<file path="src/cal_pkg.sv">
`timescale 1ns / 1ps

package cal_pkg;

  // word and field widths of the transactions
  localparam int WORD_W      = 32;
  localparam int POS_W       = 4;
  localparam int COUNT_W     = 5;
  localparam int CAPACITY_DEF = 16;

  // request operations
  typedef enum logic [2:0] {
    OP_BEGIN      = 3'd0,
    OP_END        = 3'd1,
    OP_NEXT       = 3'd2,
    OP_PRIOR      = 3'd3,
    OP_INS_BEFORE = 3'd4,
    OP_INS_AFTER  = 3'd5,
    OP_REMOVE     = 3'd6,
    OP_CLEAR      = 3'd7
  } op_t;

  // sequencer states
  typedef enum logic [2:0] {
    ST_IDLE,
    ST_UP,
    ST_DOWN,
    ST_DRAIN,
    ST_INS,
    ST_FETCH,
    ST_LOAD
  } state_t;

  typedef struct packed {
    op_t                      kind;
    logic signed [WORD_W-1:0] value;
  } req_t;

  typedef struct packed {
    logic                     ok;
    logic signed [WORD_W-1:0] current_word;
    logic [POS_W-1:0]         cursor_pos;
    logic [COUNT_W-1:0]       entry_count;
    logic                     is_empty;
    logic                     is_full;
  } rsp_t;

endpackage

</file>
<file path="src/cursor_array_list_unit.sv">
`timescale 1ns / 1ps

// Ordered list of signed 32-bit words with a cursor, held in one memory
// with a write port and a registered read port.
// Requests arrive on req (req_valid/req_ready); each request gives exactly
// one result on rsp (rsp_valid/rsp_ready). One request is worked on at a
// time: req_ready is high only while the sequencer is idle.
// Cursor moves, clear and refused requests pass through the fetch and
// load steps to a valid result. Insert and remove first shift the entries
// from the insert point or after the cursor (up to CAPACITY - 1): the shift
// moves one entry per cycle through the memory, reading one index while
// writing the previous one back. Insert at the end or into an empty list
// shifts nothing and writes the word straight into place.
// The result sits in an output register, so a new request is accepted
// while the previous result still waits; if the receiver stalls, the next
// result is held back in the final load step until the register is free.
// Reset empties the list (count and cursor zero) and drops any pending
// result; memory contents are left as they are and are only read below
// the count.
module cursor_array_list_unit
  import cal_pkg::*;
#(
  parameter int CAPACITY = CAPACITY_DEF
) (
  input  logic clk,
  input  logic rst,
  input  logic req_valid,
  output logic req_ready,
  input  req_t req,
  output logic rsp_valid,
  input  logic rsp_ready,
  output rsp_t rsp
);

  localparam int AW = (CAPACITY > 1) ? $clog2(CAPACITY) : 1;
  localparam int CW = AW + 1;

  // entry memory
  logic [WORD_W-1:0] mem [CAPACITY];
  logic [WORD_W-1:0] rdata;
  logic              re;
  logic [AW-1:0]     raddr;
  logic              we;
  logic [AW-1:0]     waddr;
  logic [WORD_W-1:0] wdata;

  // control registers
  state_t            state, state_next;
  logic [CW-1:0]     count, count_next;
  logic [AW-1:0]     cursor, cursor_next;
  logic [AW-1:0]     pos, pos_next;
  logic [AW-1:0]     ptr, ptr_next;
  logic [AW-1:0]     last, last_next;
  logic              ins, ins_next;
  logic              pend, pend_next;
  logic [AW-1:0]     pend_dst, pend_dst_next;
  logic [WORD_W-1:0] value_r, value_next;
  logic              ok_r, ok_next;
  logic              rsp_valid_next;
  rsp_t              rsp_next;

  // derived values
  logic              has;
  logic              full;
  logic [CW-1:0]     cursor_ext;
  logic [AW-1:0]     last_idx;
  logic [CW-1:0]     ins_pos;
  logic [AW-1:0]     ptr_dec;
  logic [AW+3:0]     cursor_wide;
  logic [CW+4:0]     count_wide;

  assign has        = (count != '0);
  assign full       = (count == CW'(CAPACITY));
  assign cursor_ext = {1'b0, cursor};
  assign last_idx   = AW'(count - CW'(1));
  assign ins_pos    = cursor_ext + CW'(req.kind == OP_INS_AFTER);
  assign ptr_dec    = ptr - AW'(1);
  assign cursor_wide = {4'b0, cursor};
  assign count_wide  = {5'b0, count};

  assign req_ready = (state == ST_IDLE);

  // memory write and registered read
  always_ff @(posedge clk) begin
    if (we) begin
      mem[waddr] <= wdata;
    end
    if (re) begin
      rdata <= mem[raddr];
    end
  end

  // state and control registers
  always_ff @(posedge clk) begin
    if (rst) begin
      state     <= ST_IDLE;
      count     <= '0;
      cursor    <= '0;
      pend      <= 1'b0;
      rsp_valid <= 1'b0;
    end else begin
      state     <= state_next;
      count     <= count_next;
      cursor    <= cursor_next;
      pend      <= pend_next;
      rsp_valid <= rsp_valid_next;
    end
    pos      <= pos_next;
    ptr      <= ptr_next;
    last     <= last_next;
    ins      <= ins_next;
    pend_dst <= pend_dst_next;
    value_r  <= value_next;
    ok_r     <= ok_next;
    rsp      <= rsp_next;
  end

  // sequencer: decode, shift loops, insert write, fetch of the cursor word, result load
  always_comb begin
    state_next     = state;
    count_next     = count;
    cursor_next    = cursor;
    pos_next       = pos;
    ptr_next       = ptr;
    last_next      = last;
    ins_next       = ins;
    pend_next      = 1'b0;
    pend_dst_next  = pend_dst;
    value_next     = value_r;
    ok_next        = ok_r;
    rsp_next       = rsp;
    rsp_valid_next = rsp_valid && !rsp_ready;
    re             = 1'b0;
    raddr          = cursor;
    we             = pend;
    waddr          = pend_dst;
    wdata          = rdata;

    case (state)
      ST_IDLE: begin
        if (req_valid) begin
          value_next = req.value;
          ins_next   = 1'b0;
          ok_next    = 1'b0;
          state_next = ST_FETCH;
          case (req.kind)
            OP_BEGIN: begin
              if (has && cursor != '0) begin
                cursor_next = '0;
                ok_next     = 1'b1;
              end
            end
            OP_END: begin
              if (has && cursor != last_idx) begin
                cursor_next = last_idx;
                ok_next     = 1'b1;
              end
            end
            OP_NEXT: begin
              if (has && cursor != last_idx) begin
                cursor_next = cursor + AW'(1);
                ok_next     = 1'b1;
              end
            end
            OP_PRIOR: begin
              if (has && cursor != '0) begin
                cursor_next = cursor - AW'(1);
                ok_next     = 1'b1;
              end
            end
            OP_INS_BEFORE, OP_INS_AFTER: begin
              if (!full) begin
                ok_next    = 1'b1;
                count_next = count + CW'(1);
                if (!has) begin
                  pos_next    = '0;
                  cursor_next = '0;
                  state_next  = ST_INS;
                end else begin
                  pos_next    = AW'(ins_pos);
                  cursor_next = AW'(ins_pos);
                  if (ins_pos == count) begin
                    state_next = ST_INS;
                  end else begin
                    ptr_next   = AW'(count);
                    ins_next   = 1'b1;
                    state_next = ST_UP;
                  end
                end
              end
            end
            OP_REMOVE: begin
              if (has) begin
                ok_next    = 1'b1;
                count_next = count - CW'(1);
                if (cursor_ext + CW'(1) >= count) begin
                  cursor_next = '0;
                end else begin
                  ptr_next   = cursor + AW'(1);
                  last_next  = last_idx;
                  state_next = ST_DOWN;
                end
              end
            end
            default: begin
              // clear
              ok_next     = has;
              count_next  = '0;
              cursor_next = '0;
            end
          endcase
        end
      end
      // open the gap: read ptr-1, write it to ptr in the next cycle
      ST_UP: begin
        re            = 1'b1;
        raddr         = ptr_dec;
        pend_next     = 1'b1;
        pend_dst_next = ptr;
        ptr_next      = ptr_dec;
        if (ptr_dec == pos) begin
          state_next = ST_DRAIN;
        end
      end
      // close the gap: read ptr, write it to ptr-1 in the next cycle
      ST_DOWN: begin
        re            = 1'b1;
        raddr         = ptr;
        pend_next     = 1'b1;
        pend_dst_next = ptr_dec;
        ptr_next      = ptr + AW'(1);
        if (ptr == last) begin
          state_next = ST_DRAIN;
        end
      end
      // last moved entry is written back this cycle
      ST_DRAIN: begin
        state_next = ins ? ST_INS : ST_FETCH;
      end
      ST_INS: begin
        we         = 1'b1;
        waddr      = pos;
        wdata      = value_r;
        state_next = ST_FETCH;
      end
      ST_FETCH: begin
        re         = 1'b1;
        raddr      = cursor;
        state_next = ST_LOAD;
      end
      // move the result into the output register once it is free
      ST_LOAD: begin
        if (!rsp_valid || rsp_ready) begin
          rsp_next.ok           = ok_r;
          rsp_next.current_word = has ? rdata : '0;
          rsp_next.cursor_pos   = has ? cursor_wide[POS_W-1:0] : '0;
          rsp_next.entry_count  = count_wide[COUNT_W-1:0];
          rsp_next.is_empty     = !has;
          rsp_next.is_full      = full;
          rsp_valid_next        = 1'b1;
          state_next            = ST_IDLE;
        end
      end
      default: begin
        state_next = ST_IDLE;
      end
    endcase
  end

  // checks
  a_count_range: assert property (@(posedge clk) disable iff (rst)
    count <= CW'(CAPACITY))
    else $error("entry count above capacity");

  a_cursor_in_list: assert property (@(posedge clk) disable iff (rst)
    (state == ST_IDLE) && has |-> cursor_ext < count)
    else $error("cursor beyond last entry");

  a_cursor_empty: assert property (@(posedge clk) disable iff (rst)
    (state == ST_IDLE) && !has |-> cursor == '0)
    else $error("cursor not zero on empty list");

  a_no_pend_idle: assert property (@(posedge clk) disable iff (rst)
    (state == ST_IDLE) || (state == ST_FETCH) || (state == ST_LOAD) |-> !pend)
    else $error("shift write left pending");

  a_flags: assert property (@(posedge clk) disable iff (rst)
    rsp_valid |-> !(rsp.is_empty && rsp.is_full))
    else $error("result both empty and full");

endmodule

</file>
<file path="config.mk">
export PLATFORM = sky130hd
export DESIGN_NAME = cursor_array_list_unit
export DESIGN_NICKNAME = d
export VERILOG_FILES = /design/src/cal_pkg.sv /design/src/cursor_array_list_unit.sv
export SDC_FILE = /design/constraint.sdc
export NUM_CORES = 1
export LEC_CHECK = 0
export BUFFER_PORTS_ARGS = -buffer_cell sky130_fd_sc_hd__buf_2
export CORE_ASPECT_RATIO = 0.9
export CORE_UTILIZATION = 35
export CTS_CLUSTER_SIZE = 25
export DETAILED_ROUTE_END_ITERATION = 8
export HOLD_SLACK_MARGIN = 0.06
export PLACE_DENSITY_LB_ADDON = 0.15
export SLEW_MARGIN = 5
export SYNTH_ARGS = -nofsm -noshare
export SYNTH_HDL_FRONTEND = slang
export SYNTH_SLANG_ARGS = --single-unit
</file>
<file path="constraint.sdc">
create_clock -name clk -period 3.85 [get_ports clk]
set_input_delay 0.5775 -clock clk [delete_from_list [all_inputs] [get_ports clk]]
set_output_delay 0.5775 -clock clk [all_outputs]
set_load 0.1 [all_outputs]
</file>
==> results.md, run 1 <==
* Ys async rst share at 0
* ANT cells at 0
* #FFs+latches synth at 652
* Largest fanout on the critical path at 39
* EDFF count, synth at 638
* Cell Chain, Critical Path: buf_4, or2_1, nand2_1, a22oi_2, buf_4, buf_12, a311oi_1, a32oi_1, nand3_1
* Worst setup SP type: flip-flop
* Max-slew violation count at 0
* Worst-Margin Slew at 1.089 ns
* Resize count post-CTS at 0
* IO Count at 85
* CP most frequent cell: buf_4
* Vias at 16,040
* CTS tree: yes
* Global Route Usage Sum at 0.1830
* Hold Crit Class: in -> reg
* Setup violators final at 0
* WL final at 70,800 um
* Number of setup buffers added after CTS at 0
* Total grt overflow at 0
* Via/cell ratio at 5.383
* Syn avg cell area at 14.84 um2
* Share of cells above drive strength 1 at 0.1635
* Core ar. at 76,270 um2
* Minimum clock period at 3.416 ns
* Initial antenna violation count at 0
* Register area share after synthesis at 0.7191
* Die Y at 265.6 um
* Worst vdd rail ir drop at 0.4887 mV
* Vias in the first global route at 16,360
* Crit path launch: state[1]
* Outcome: finished clean
* Starting DRC count in detailed routing at 1,162
* Switching Share at 0.3529
* Clk Latency, worst-skew pair at 0.62 ns
* Clk pwr share at 0.261
* DRC at 0
* Setup Skew at 0.02740 ns
* Pin count of the biggest net entering global routing at 129
* Crit Path Category: reg -> reg
* RR Startpoint: state[1]
* Final-stage net count at 1,952
* Worst Path Required at 4.20 ns
* Starting density of the core at 0.3544
* Num CTS Buffers at 74
* Mapped Nets at 1,875
* Total power at 0.02616 W
* Yosys warning count at 0
* Crit path max-delay family: buffers and inverters
* Fin crit share at 0.8872
* H-tree depth at 3
* Crit path DAT at 3.76 ns
* CP Buf/Inv Count at 3
* Post-Syn Area at 27,030 um2
* Leakage power at 10.83 nW
* IO buf count at 84
* CTS Sinks at 652
* RSZ-0062 raised after global routing: false
* Die area at 78,350 um2
* Post-synth top flop: edfxtp_1
* Drt wl/cell at 23.76 um
* Sequential Power Share at 0.402
* Synth cell types at 65
* Mapped Cells at 1,821
* Area grow syn2layout at 15.58%
* Setup crit end kind: flip-flop
* FMAX at 292.8 MHz
* Row count at 96
* Drt pass-1 iters at 5
* Hold Violations, Final at 0
* Setup TNS at 0 ns
* Pwr Density at 837.4 nW/um2
* Clock buffer depth at 3
* Slew headroom at 0.2704
* Worst-path clk slew at 0.06 ns
* First-pass GRT wire length at 107,000 um
* Gate power share at 0.337
* Int Power at 0.01693 W
* Routability cong. at 0.8177
* Max incr delay on CP at 0.59 ns
* Chip width at 294.9 um
* Hold-fix buffers at CTS at 0
* Sw power at 0.009232 W
* Hold_sp: req[1]
* Post-DP HPWL at 39,240 um
* Clock root buffer: clkbuf_16
* CP max-delay cell: dfxtp_1
* Max-cap viol count at 0
* Routed Antenna Nets at 0
==> cell families (layout without fill, tap and decap cells) <==
group	after synthesis	after routing	share of synthesized area
mux	97	97	0.03740
fa+ha+maj	15	15	0.006943
compound gates	415	415	0.1128
flops	652	652	0.7191
xor+xnor	30	30	0.01125
buf+inv	170	300	0.02847
simple gates	442	442	0.08406
==> metrics by stage <==
stage               worst slack, ns  hold WS, ns  area, um2  instances  utilization
floorplan                    0.4181       0.4003      27030       1821            -
global placement             0.4684       0.4084      28910       2851       0.3791
detailed placement           0.4565       0.4162      28910       2851       0.3791
CTS                          0.4513      0.08909      31240       2980       0.4096
global route                 0.1998       0.1039      31240       2980       0.4096
finish                       0.4342       0.1282      31240       2980       0.4096
==> worst register-to-register path, stage by stage, from the launching register on <==
cell and delay, ns:
dfxtp_1 0.59, buf_4 0.27, or2_1 0.32, nand2_1 0.22, a22oi_2 0.49, buf_4 0.42, buf_12 0.29, a311oi_1 0.15
a32oi_1 0.29, nand3_1 0.10
==> power groups by stage <==
stage / registers (W) / clock network, W / logic (W)
floorplan: 0.0107 / 0 / 0.00588
global placement: 0.0107 / 0 / 0.00877
detailed placement: 0.0107 / 0 / 0.00891
CTS: 0.0105 / 0.00702 / 0.00893
global route: 0.0106 / 0.00726 / 0.00964
finish: 0.0105 / 0.00684 / 0.00881
==> metal layers <==
| layer | GRT usage | share of wire | vias up |
|---|---|---|---|
| li1 | - | - | 7362 |
| met1 | 0.2655 | 0.48 | 8238 |
| met2 | 0.2879 | 0.47 | 353 |
| met3 | 0.02548 | 0.037 | 89 |
| met4 | 0.04603 | 0.021 | 0 |
| met5 | 0 | 0 | - |
==> final timing paths <==
path	depth (start not counted)	slack, ns	to
setup reg to reg	9	0.43	rdata[23]
setup / recovery	9	0.43	rdata[23]
hold reg to reg	0	0.43	rsp[43]
hold / removal	1	0.13	value_r[1]
==> Yosys cell counts (6+ instances only) <==
cell	n	area (um2)
buf_4	6	45.04
clkbuf_1	82	307.8
nor2b_1	39	244.0
a221o_1	64	640.6
nand2b_1	7	43.79
nand3_1	139	695.7
inv_1	23	86.33
nor2_1	51	191.4
nor3b_1	10	75.07
edfxtp_1	638	19160
dfxtp_1	14	280.3
nor3_1	6	30.03
buf_6	6	67.56
a32oi_1	33	289.0
nand2_1	97	364.1
o21ai_0	79	395.4
mux2_2	32	360.4
ha_1	15	187.7
a211o_1	69	604.3
a31oi_1	12	75.07
a311oi_1	33	289.0
a21oi_1	90	450.4
buf_2	51	255.2
mux2i_1	65	650.6
xnor2_1	15	131.4
nand4_1	6	37.54
xor2_1	12	105.1
and3_1	66	412.9
==> final cells by class <==
type	instances	area (um2)
repair buffers	147	1081
clock inverters	31	314.1
well taps	1029	1287
inverters	24	90.09
flip-flops and latches	652	19440
fillers	6975	45030
clock buffers	98	2014
multi-input cells	999	7017
==> sequential cells by signal, indices dropped and copies added (netlist names) <==
register   count
value_r       32
ok_r           1
ptr            4
rdata         32
rsp_valid      1
cursor         4
state          3
mem          512
pos            4
last           4
pend           1
rsp           44
count          5
pend_dst       4
ins            1
==> layout by cell type, fill, tap and decap left out, types with 4 or more instances in the layout <==
cell	netlist	final
edfxtp_1	638	638
a211oi_1	4	4
nor3b_1	10	10
nand2_1	97	95
nand2b_1	7	6
a211o_1	69	69
dfxtp_1	14	14
clkinv_1	0	10
a311oi_1	33	33
buf_4	6	48
clkbuf_16	0	76
clkinv_2	0	8
a32oi_1	33	33
nand4_1	6	6
o21ai_0	79	79
mux2i_1	65	65
buf_12	0	15
nor2b_1	39	39
nand3_1	139	139
o211ai_1	4	4
a21oi_1	90	89
nor3_1	6	6
inv_1	23	22
bufinv_16	0	5
nor2_1	51	32
buf_2	51	84
and3_1	66	66
a221o_1	64	64
a31oi_1	12	11
mux2_2	32	32
xor2_1	12	12
inv_6	0	4
nor2_4	1	19
xnor2_1	15	15
ha_1	15	15
clkbuf_1	82	19
No activity file was read; power rests on OpenSTA's default activity.
==> inputs of run 2 (changes only) <==
--- a/config.mk
+++ b/config.mk
@@ -7,6 +7,7 @@
 export LEC_CHECK = 0
 export BUFFER_PORTS_ARGS = -buffer_cell sky130_fd_sc_hd__buf_2
 export CORE_ASPECT_RATIO = 0.9
+export CORE_MARGIN = 10
 export CORE_UTILIZATION = 35
 export CTS_CLUSTER_SIZE = 25
 export DETAILED_ROUTE_END_ITERATION = 8
==> run 2 against run 1 <==
Via count up 0.97%. Count of clock-buffer cells in the layout shrank 10. Sequential power hardly changed. Utilization fell by 0.19 points. Wire length up 1.5%. Fmax rose by 5.1%. Non-clock buffer count decreased by 4. Clock power is 4.8% lower.
==> results.md, run 2 (synthesis gave the netlist of run 1 again) <==
* Sequential Power Share at 0.407 (was 0.402)
* Resize count post-CTS at 0 (unchanged)
* Placed cell area at 28,960 um2 (was 28,910 um2)
* Worst Hold Path EP: value_r[7] (was value_r[1])
* Max-cap viol count at 0 (unchanged)
* CP Buf/Inv Count at 2 (was 3)
* Slew headroom at 0.3279 (was 0.2704)
* Worst Path Required at 4.19 ns (was 4.20 ns)
* Int Power at 0.01666 W (was 0.01693 W)
* Largest fanout on the critical path at 71 (was 39)
* Switching Share at 0.3576 (was 0.3529)
* Max reg flops at 512 (unchanged)
* H-tree depth at 3 (unchanged)
* Routability cong. at 0.8043 (was 0.8177)
* Drt pass-1 iters at 5 (unchanged)
* Gate power share at 0.342 (was 0.337)
* Drt wl/cell at 24.16 um (was 23.76 um)
* Worst-Margin Slew at 1.004 ns (was 1.089 ns)
* Fin crit share at 0.8442 (was 0.8872)
* Post-route cell area at 31,150 um2 (was 31,240 um2)
* Leakage power at 10.77 nW (was 10.83 nW)
* Setup violators final at 0 (unchanged)
* Routed Antenna Nets at 0 (unchanged)
* Commonest non-fill, non-tap cell in the layout: edfxtp_1 (unchanged)
* Row count at 96 (unchanged)
* Number of setup buffers added after CTS at 0 (unchanged)
* Pre-CTS WS at 0.6580 ns (was 0.4565 ns)
* Max incr delay on CP at 0.83 ns (was 0.59 ns)
* Pin count of the biggest net entering global routing at 129 (unchanged)
* Commonest non-fill, non-tap cells in the layout: edfxtp_1 (638), nand3_1 (139), nand2_1 (95) (unchanged)
* ANT cells at 0 (unchanged)
* CTS tree: yes (unchanged)
* Minimum clock period at 3.250 ns (was 3.416 ns)
* R2r endpoint: rdata[6] (was rdata[23])
* Via/cell ratio at 5.447 (was 5.383)
* Crit path DAT at 3.59 ns (was 3.76 ns)
* IO buf count at 84 (unchanged)
* Share of cells above drive strength 1 at 0.1594 (was 0.1635)
* Vias at 16,200 (was 16,040)
* Clk Latency, worst-skew pair at 0.62 ns (about the same)
* Worst-path clk slew at 0.06 ns (about the same)
* Crit path max-delay family: flip-flops (was buffers and inverters)
* Worst hold path depth at 1 (unchanged)
* Hold_sp: req[7] (was req[1])
* CTS Sinks at 652 (unchanged)
* Setup TNS at 0 ns (unchanged)
* Clock root buffer: clkbuf_16 (unchanged)
* DRC at 0 (unchanged)
* Top reg by flops: mem (unchanged)
* Setup slack after layout at 0.5997 ns (was 0.4342 ns)
* Pwr Density at 832.4 nW/um2 (was 837.4 nW/um2)
* Clk pwr share at 0.251 (was 0.261)
* R2R Setup Slk at 0.60 ns (was 0.43 ns)
* Hold Violations, Final at 0 (unchanged)
* Area grow syn2layout at 15.24% (was 15.58%)
* Reg2Reg Depth at 8 (was 9)
* Post-DP HPWL at 39,450 um (was 39,240 um)
* CP max-delay cell: dfxtp_1 (unchanged)
* Setup crit end kind: flip-flop (unchanged)
* Core ar. at 76,390 um2 (was 76,270 um2)
* FMAX at 307.7 MHz (was 292.8 MHz)
* Max-slew violation count at 0 (unchanged)
* Crit Path Category: reg -> reg (unchanged)
* Clock buffer depth at 3 (unchanged)
* Worst vdd rail ir drop at 0.4105 mV (was 0.4887 mV)
* WL final at 71,860 um (was 70,800 um)
* Hold Crit Class: in -> reg (unchanged)
* Hold-fix buffers at CTS at 0 (unchanged)
* Die Y at 283.6 um (was 265.6 um)
* Sw power at 0.009273 W (was 0.009232 W)
* Die area at 88,760 um2 (was 78,350 um2)
* Starting DRC count in detailed routing at 1,351 (was 1,162)
* Num CTS Buffers at 72 (was 74)
* Vias in the first global route at 16,140 (was 16,360)
* IO Count at 85 (unchanged)
* Final-stage net count at 1,946 (was 1,952)
* Initial antenna violation count at 0 (unchanged)
* Outcome: finished clean (unchanged)
* Worst setup SP type: flip-flop (unchanged)
* First-pass GRT wire length at 107,500 um (was 107,000 um)
* RR Startpoint: state[1] (unchanged)
* Chip width at 312.9 um (was 294.9 um)
* Hold_ws at 0.1297 ns (was 0.1282 ns)
* Total grt overflow at 0 (unchanged)
* Setup Skew at 0.02528 ns (was 0.02740 ns)
* Starting density of the core at 0.3538 (was 0.3544)
* Biggest regs: mem x512, rsp x44 (unchanged)
* RSZ-0062 raised after global routing: false (unchanged)
* Cell Chain, Critical Path: or2_1, nand2_1, a22oi_2, buf_4, buf_12, a311oi_1, a32oi_1, nand3_1 (was buf_4, or2_1, nand2_1, a22oi_2, buf_4, buf_12, a311oi_1, a32oi_1, nand3_1)
* Global Route Usage Sum at 0.1579 (was 0.1830)
* # fillers at 7,095 (was 6,975)
==> run 2: worst max path at each step <==
stage	startpoint	endpoint	cells after the start
3_5_place_dp	state[2]	mem[7][15]	6
6_report	state[1]	rdata[6]	8
5_1_grt	ptr[1]	rdata[4]	10
4_1_cts	state[2]	mem[7][15]	6
2_1_floorplan	state[2]	mem[0][0]	8
3_3_place_gp	state[1]	rdata[6]	8
==> run 2: per-layer routing <==
layer / vias up / track usage / share of wire
li1: 7362 / - / -
met2: 414 / 0.2467 / 0.46
met5: - / 0 / 0
met3: 123 / 0.02715 / 0.046
met4: 0 / 0.04345 / 0.024
met1: 8299 / 0.2237 / 0.47
==> run 2: cell type report <==
cell class	instances	area, um2	share of cell area
inverters	24	90.09	0.002892
well taps	1029	1287	0.04133
clock inverters	39	307.8	0.009881
flip-flops and latches	652	19440	0.6240
multi-input cells	999	7017	0.2253
clock buffers	88	1883	0.06045
repair buffers	143	1126	0.03615
==> run 2: power by group through the flow <==
stage               logic, W  clock network, W  registers [W]
floorplan            0.00588                 0         0.0107
global placement     0.00887                 0         0.0107
detailed placement   0.00899                 0         0.0107
CTS                  0.00901           0.00668         0.0106
global route         0.00973           0.00696         0.0106
finish               0.00887           0.00651         0.0105
==> run 2: stage by stage <==
step                        util  cells  power, W
after detailed placement  0.3791   2847   0.01968
final                     0.4078   2974   0.02593
after floorplan                -   1821   0.01656
after global routing      0.4078   2974   0.02732
after global placement    0.3791   2847   0.01955
after CTS                 0.4078   2974   0.02624
==> inputs of run 3 (changes only) <==
==> constraint.sdc (replaced) <==
create_clock -name clk -period 2.84 [get_ports clk]
set_input_delay 0.426 -clock clk [delete_from_list [all_inputs] [get_ports clk]]
set_output_delay 0.426 -clock clk [all_outputs]
set_load 0.1 [all_outputs]
==> run 3 against run 2 <==
Register-to-register slack worse by 0.48 ns. Via count rose by 2.1%. Largest cell class unchanged. Hold slack gained 0.037 ns.
==> results.md, run 3 (synthesis gave the netlist of run 1 again) <==
* Row count at 96 (unchanged)
* Reg2Reg Depth at 9 (was 8)
* Worst-Margin Slew at 1.040 ns (was 1.004 ns)
* First-pass GRT wire length at 109,400 um (was 107,500 um)
* R2R Setup Slk at 0.12 ns (was 0.60 ns)
* Total grt overflow at 0 (unchanged)
* Pwr Density at 1117 nW/um2 (was 832.4 nW/um2)
* Setup Skew at 0.03062 ns (was 0.02528 ns)
* Starting DRC count in detailed routing at 1,409 (was 1,351)
* Final core utilization at 0.4230 (was 0.4078)
* IO Count at 85 (unchanged)
* Via/cell ratio at 5.389 (was 5.447)
* Worst-path clk slew at 0.06 ns (about the same)
* Starting density of the core at 0.3538 (unchanged)
* Die area at 88,760 um2 (unchanged)
* Hold Violations, Final at 0 (unchanged)
* Hold Crit Class: in -> reg (unchanged)
* Setup crit end kind: flip-flop (unchanged)
* Chip width at 312.9 um (unchanged)
* DRC at 0 (unchanged)
* Global Route Usage Sum at 0.1608 (was 0.1579)
* Clock buffer depth at 3 (unchanged)
* Slew headroom at 0.3034 (was 0.3279)
* Clk Latency, worst-skew pair at 0.62 ns (about the same)
* Initial antenna violation count at 0 (unchanged)
* R2r endpoint: rdata[5] (was rdata[6])
* Leakage power at 11.33 nW (was 10.77 nW)
* Die Y at 283.6 um (unchanged)
* Routability cong. at 0.8260 (was 0.8043)
* Worst Hold Path EP: rsp_valid (was value_r[7])
* Worst vdd rail ir drop at 0.5099 mV (was 0.4105 mV)
* H-tree depth at 3 (unchanged)
* IO buf count at 84 (unchanged)
* WL final at 73,090 um (was 71,860 um)
* Max reg flops at 512 (unchanged)
* Commonest non-fill, non-tap cell in the layout: edfxtp_1 (unchanged)
* CTS tree: yes (unchanged)
* Share of cells above drive strength 1 at 0.1877 (was 0.1594)
* Fin crit share at 0.9589 (was 0.8442)
* Crit Path Category: reg -> reg (unchanged)
* Hold_sp: rsp_ready (was req[7])
* Num CTS Buffers at 70 (was 72)
* Stages on worst setup path at 9 (was 8)
* Core ar. at 76,390 um2 (unchanged)
* Area grow syn2layout at 19.53% (was 15.24%)
* Vias at 16,540 (was 16,200)
* Worst Path Required at 3.30 ns (was 4.19 ns)
* Minimum clock period at 2.723 ns (was 3.250 ns)
* Drt pass-1 iters at 5 (unchanged)
* Clock root buffer: clkbuf_16 (unchanged)
* FMAX at 367.2 MHz (was 307.7 MHz)
* Setup violators final at 0 (unchanged)
* Worst setup SP type: flip-flop (unchanged)
* Max-slew violation count at 0 (unchanged)
* ANT cells at 0 (unchanged)
* Biggest regs: mem x512, rsp x44 (unchanged)
* Top reg by flops: mem (unchanged)
* Crit path DAT at 3.18 ns (was 3.59 ns)
* Max-cap viol count at 0 (unchanged)
* Crit path max-delay family: buffers and inverters (was flip-flops)
* Cell Chain, Critical Path: buf_4, nor3_2, xor2_1, a221oi_4, buf_4, nand2_2, buf_4, a221o_1, nand3_1 (was or2_1, nand2_1, a22oi_2, buf_4, buf_12, a311oi_1, a32oi_1, nand3_1)
* Largest fanout on the critical path at 21 (was 71)
* Vias in the first global route at 16,500 (was 16,140)
* Outcome: finished clean (unchanged)
* CP most frequent cell: buf_4
* Setup TNS at 0 ns (unchanged)
* Post-DP HPWL at 43,300 um (was 39,450 um)
* Commonest non-fill, non-tap cells in the layout: edfxtp_1 (638), nand3_1 (139), nand2_1 (95) (unchanged)
* Max incr delay on CP at 0.40 ns (was 0.83 ns)
* Pin count of the biggest net entering global routing at 65 (was 129)
* CTS Sinks at 652 (unchanged)
* Routed Antenna Nets at 0 (unchanged)
* CP max-delay cell: edfxtp_1 (was dfxtp_1)
* RR Startpoint: ptr[0] (was state[1])
* Worst hold path depth at 3 (was 1)
* Drt wl/cell at 23.81 um (was 24.16 um)
* Final-stage net count at 2,044 (was 1,946)
* CP Buf/Inv Count at 3 (was 2)
-- run 3: cell types whose count changed in the layout (fill, tap and decap cells not counted), sizes merged, moves of 3 or more --
cell | previous run | this run
inv | 30 | 27
bufinv | 3 | 8
buf | 143 | 211
dlygate4sd3 | 0 | 32
clkinv | 29 | 24
clkbuf | 88 | 84
-- run 3: per-stage QoR --
step                instances  cell area [um2]  total power (W)  setup WS (ns)  hold WS, ns
floorplan                1821            27050          0.02246        -0.4464       0.4003
global placement         2914            29740          0.02713         0.1208       0.4123
detailed placement       2914            29740          0.02731        0.09367       0.4114
CTS                      3068            32280          0.03646        0.06729       0.1347
global route             3069            32310          0.03797     -0.0007123       0.1595
finish                   3069            32310          0.03610         0.1167       0.1664
-- run 3: timing repair --
action                     CTS  global route
setup endpoints to repair    0            14
resized for setup            0             5
hold endpoints to repair    32             0
hold buffers                32             0
buffers inserted             0             1
-- run 3: routing by layer --
| metal | global-route usage | up-vias | part of all wire |
|---|---|---|---|
| met2 | 0.2509 | 422 | 0.46 |
| met3 | 0.02780 | 90 | 0.044 |
| met4 | 0.03928 | 0 | 0.020 |
| met1 | 0.2300 | 8492 | 0.47 |
| li1 | - | 7536 | - |
| met5 | 0 | - | 0 |
-- run 3: power by group --
part / switching, W / total [W] / leakage [nW] / internal [W]
registers: 0.000484 / 0.0142 / 5.90 / 0.0137
logic: 0.00843 / 0.0129 / 4.35 / 0.00443
clock network: 0.00376 / 0.00903 / 1.08 / 0.00527
total: 0.0127 / 0.0361 / 11.3 / 0.0234
-- run 3: area by class of cell --
class | count | area [um2]
flip-flops and latches | 652 | 19440
multi-input cells | 999 | 7042
repair buffers | 243 | 2232
well taps | 1029 | 1287
clock buffers | 84 | 1804
inverters | 24 | 90.09
fillers | 6961 | 44080
clock inverters | 38 | 416.7
-- run 3: how the worst max path moves through the flow --
stage,from,endpoint,slack [ns]
5_1_grt,state[1],rdata[1],-0.0007
2_1_floorplan,state[2],mem[12][0],-0.45
4_1_cts,state[1],rdata[12],0.07
6_report,ptr[0],rdata[5],0.12
3_3_place_gp,state[1],rdata[12],0.12
3_5_place_dp,state[1],rdata[17],0.09
-- run 3: tightest hold or removal path: stages --
cell and delay, ns:
buf_2 0.08, nand2b_1 0.13, a21oi_1 0.07
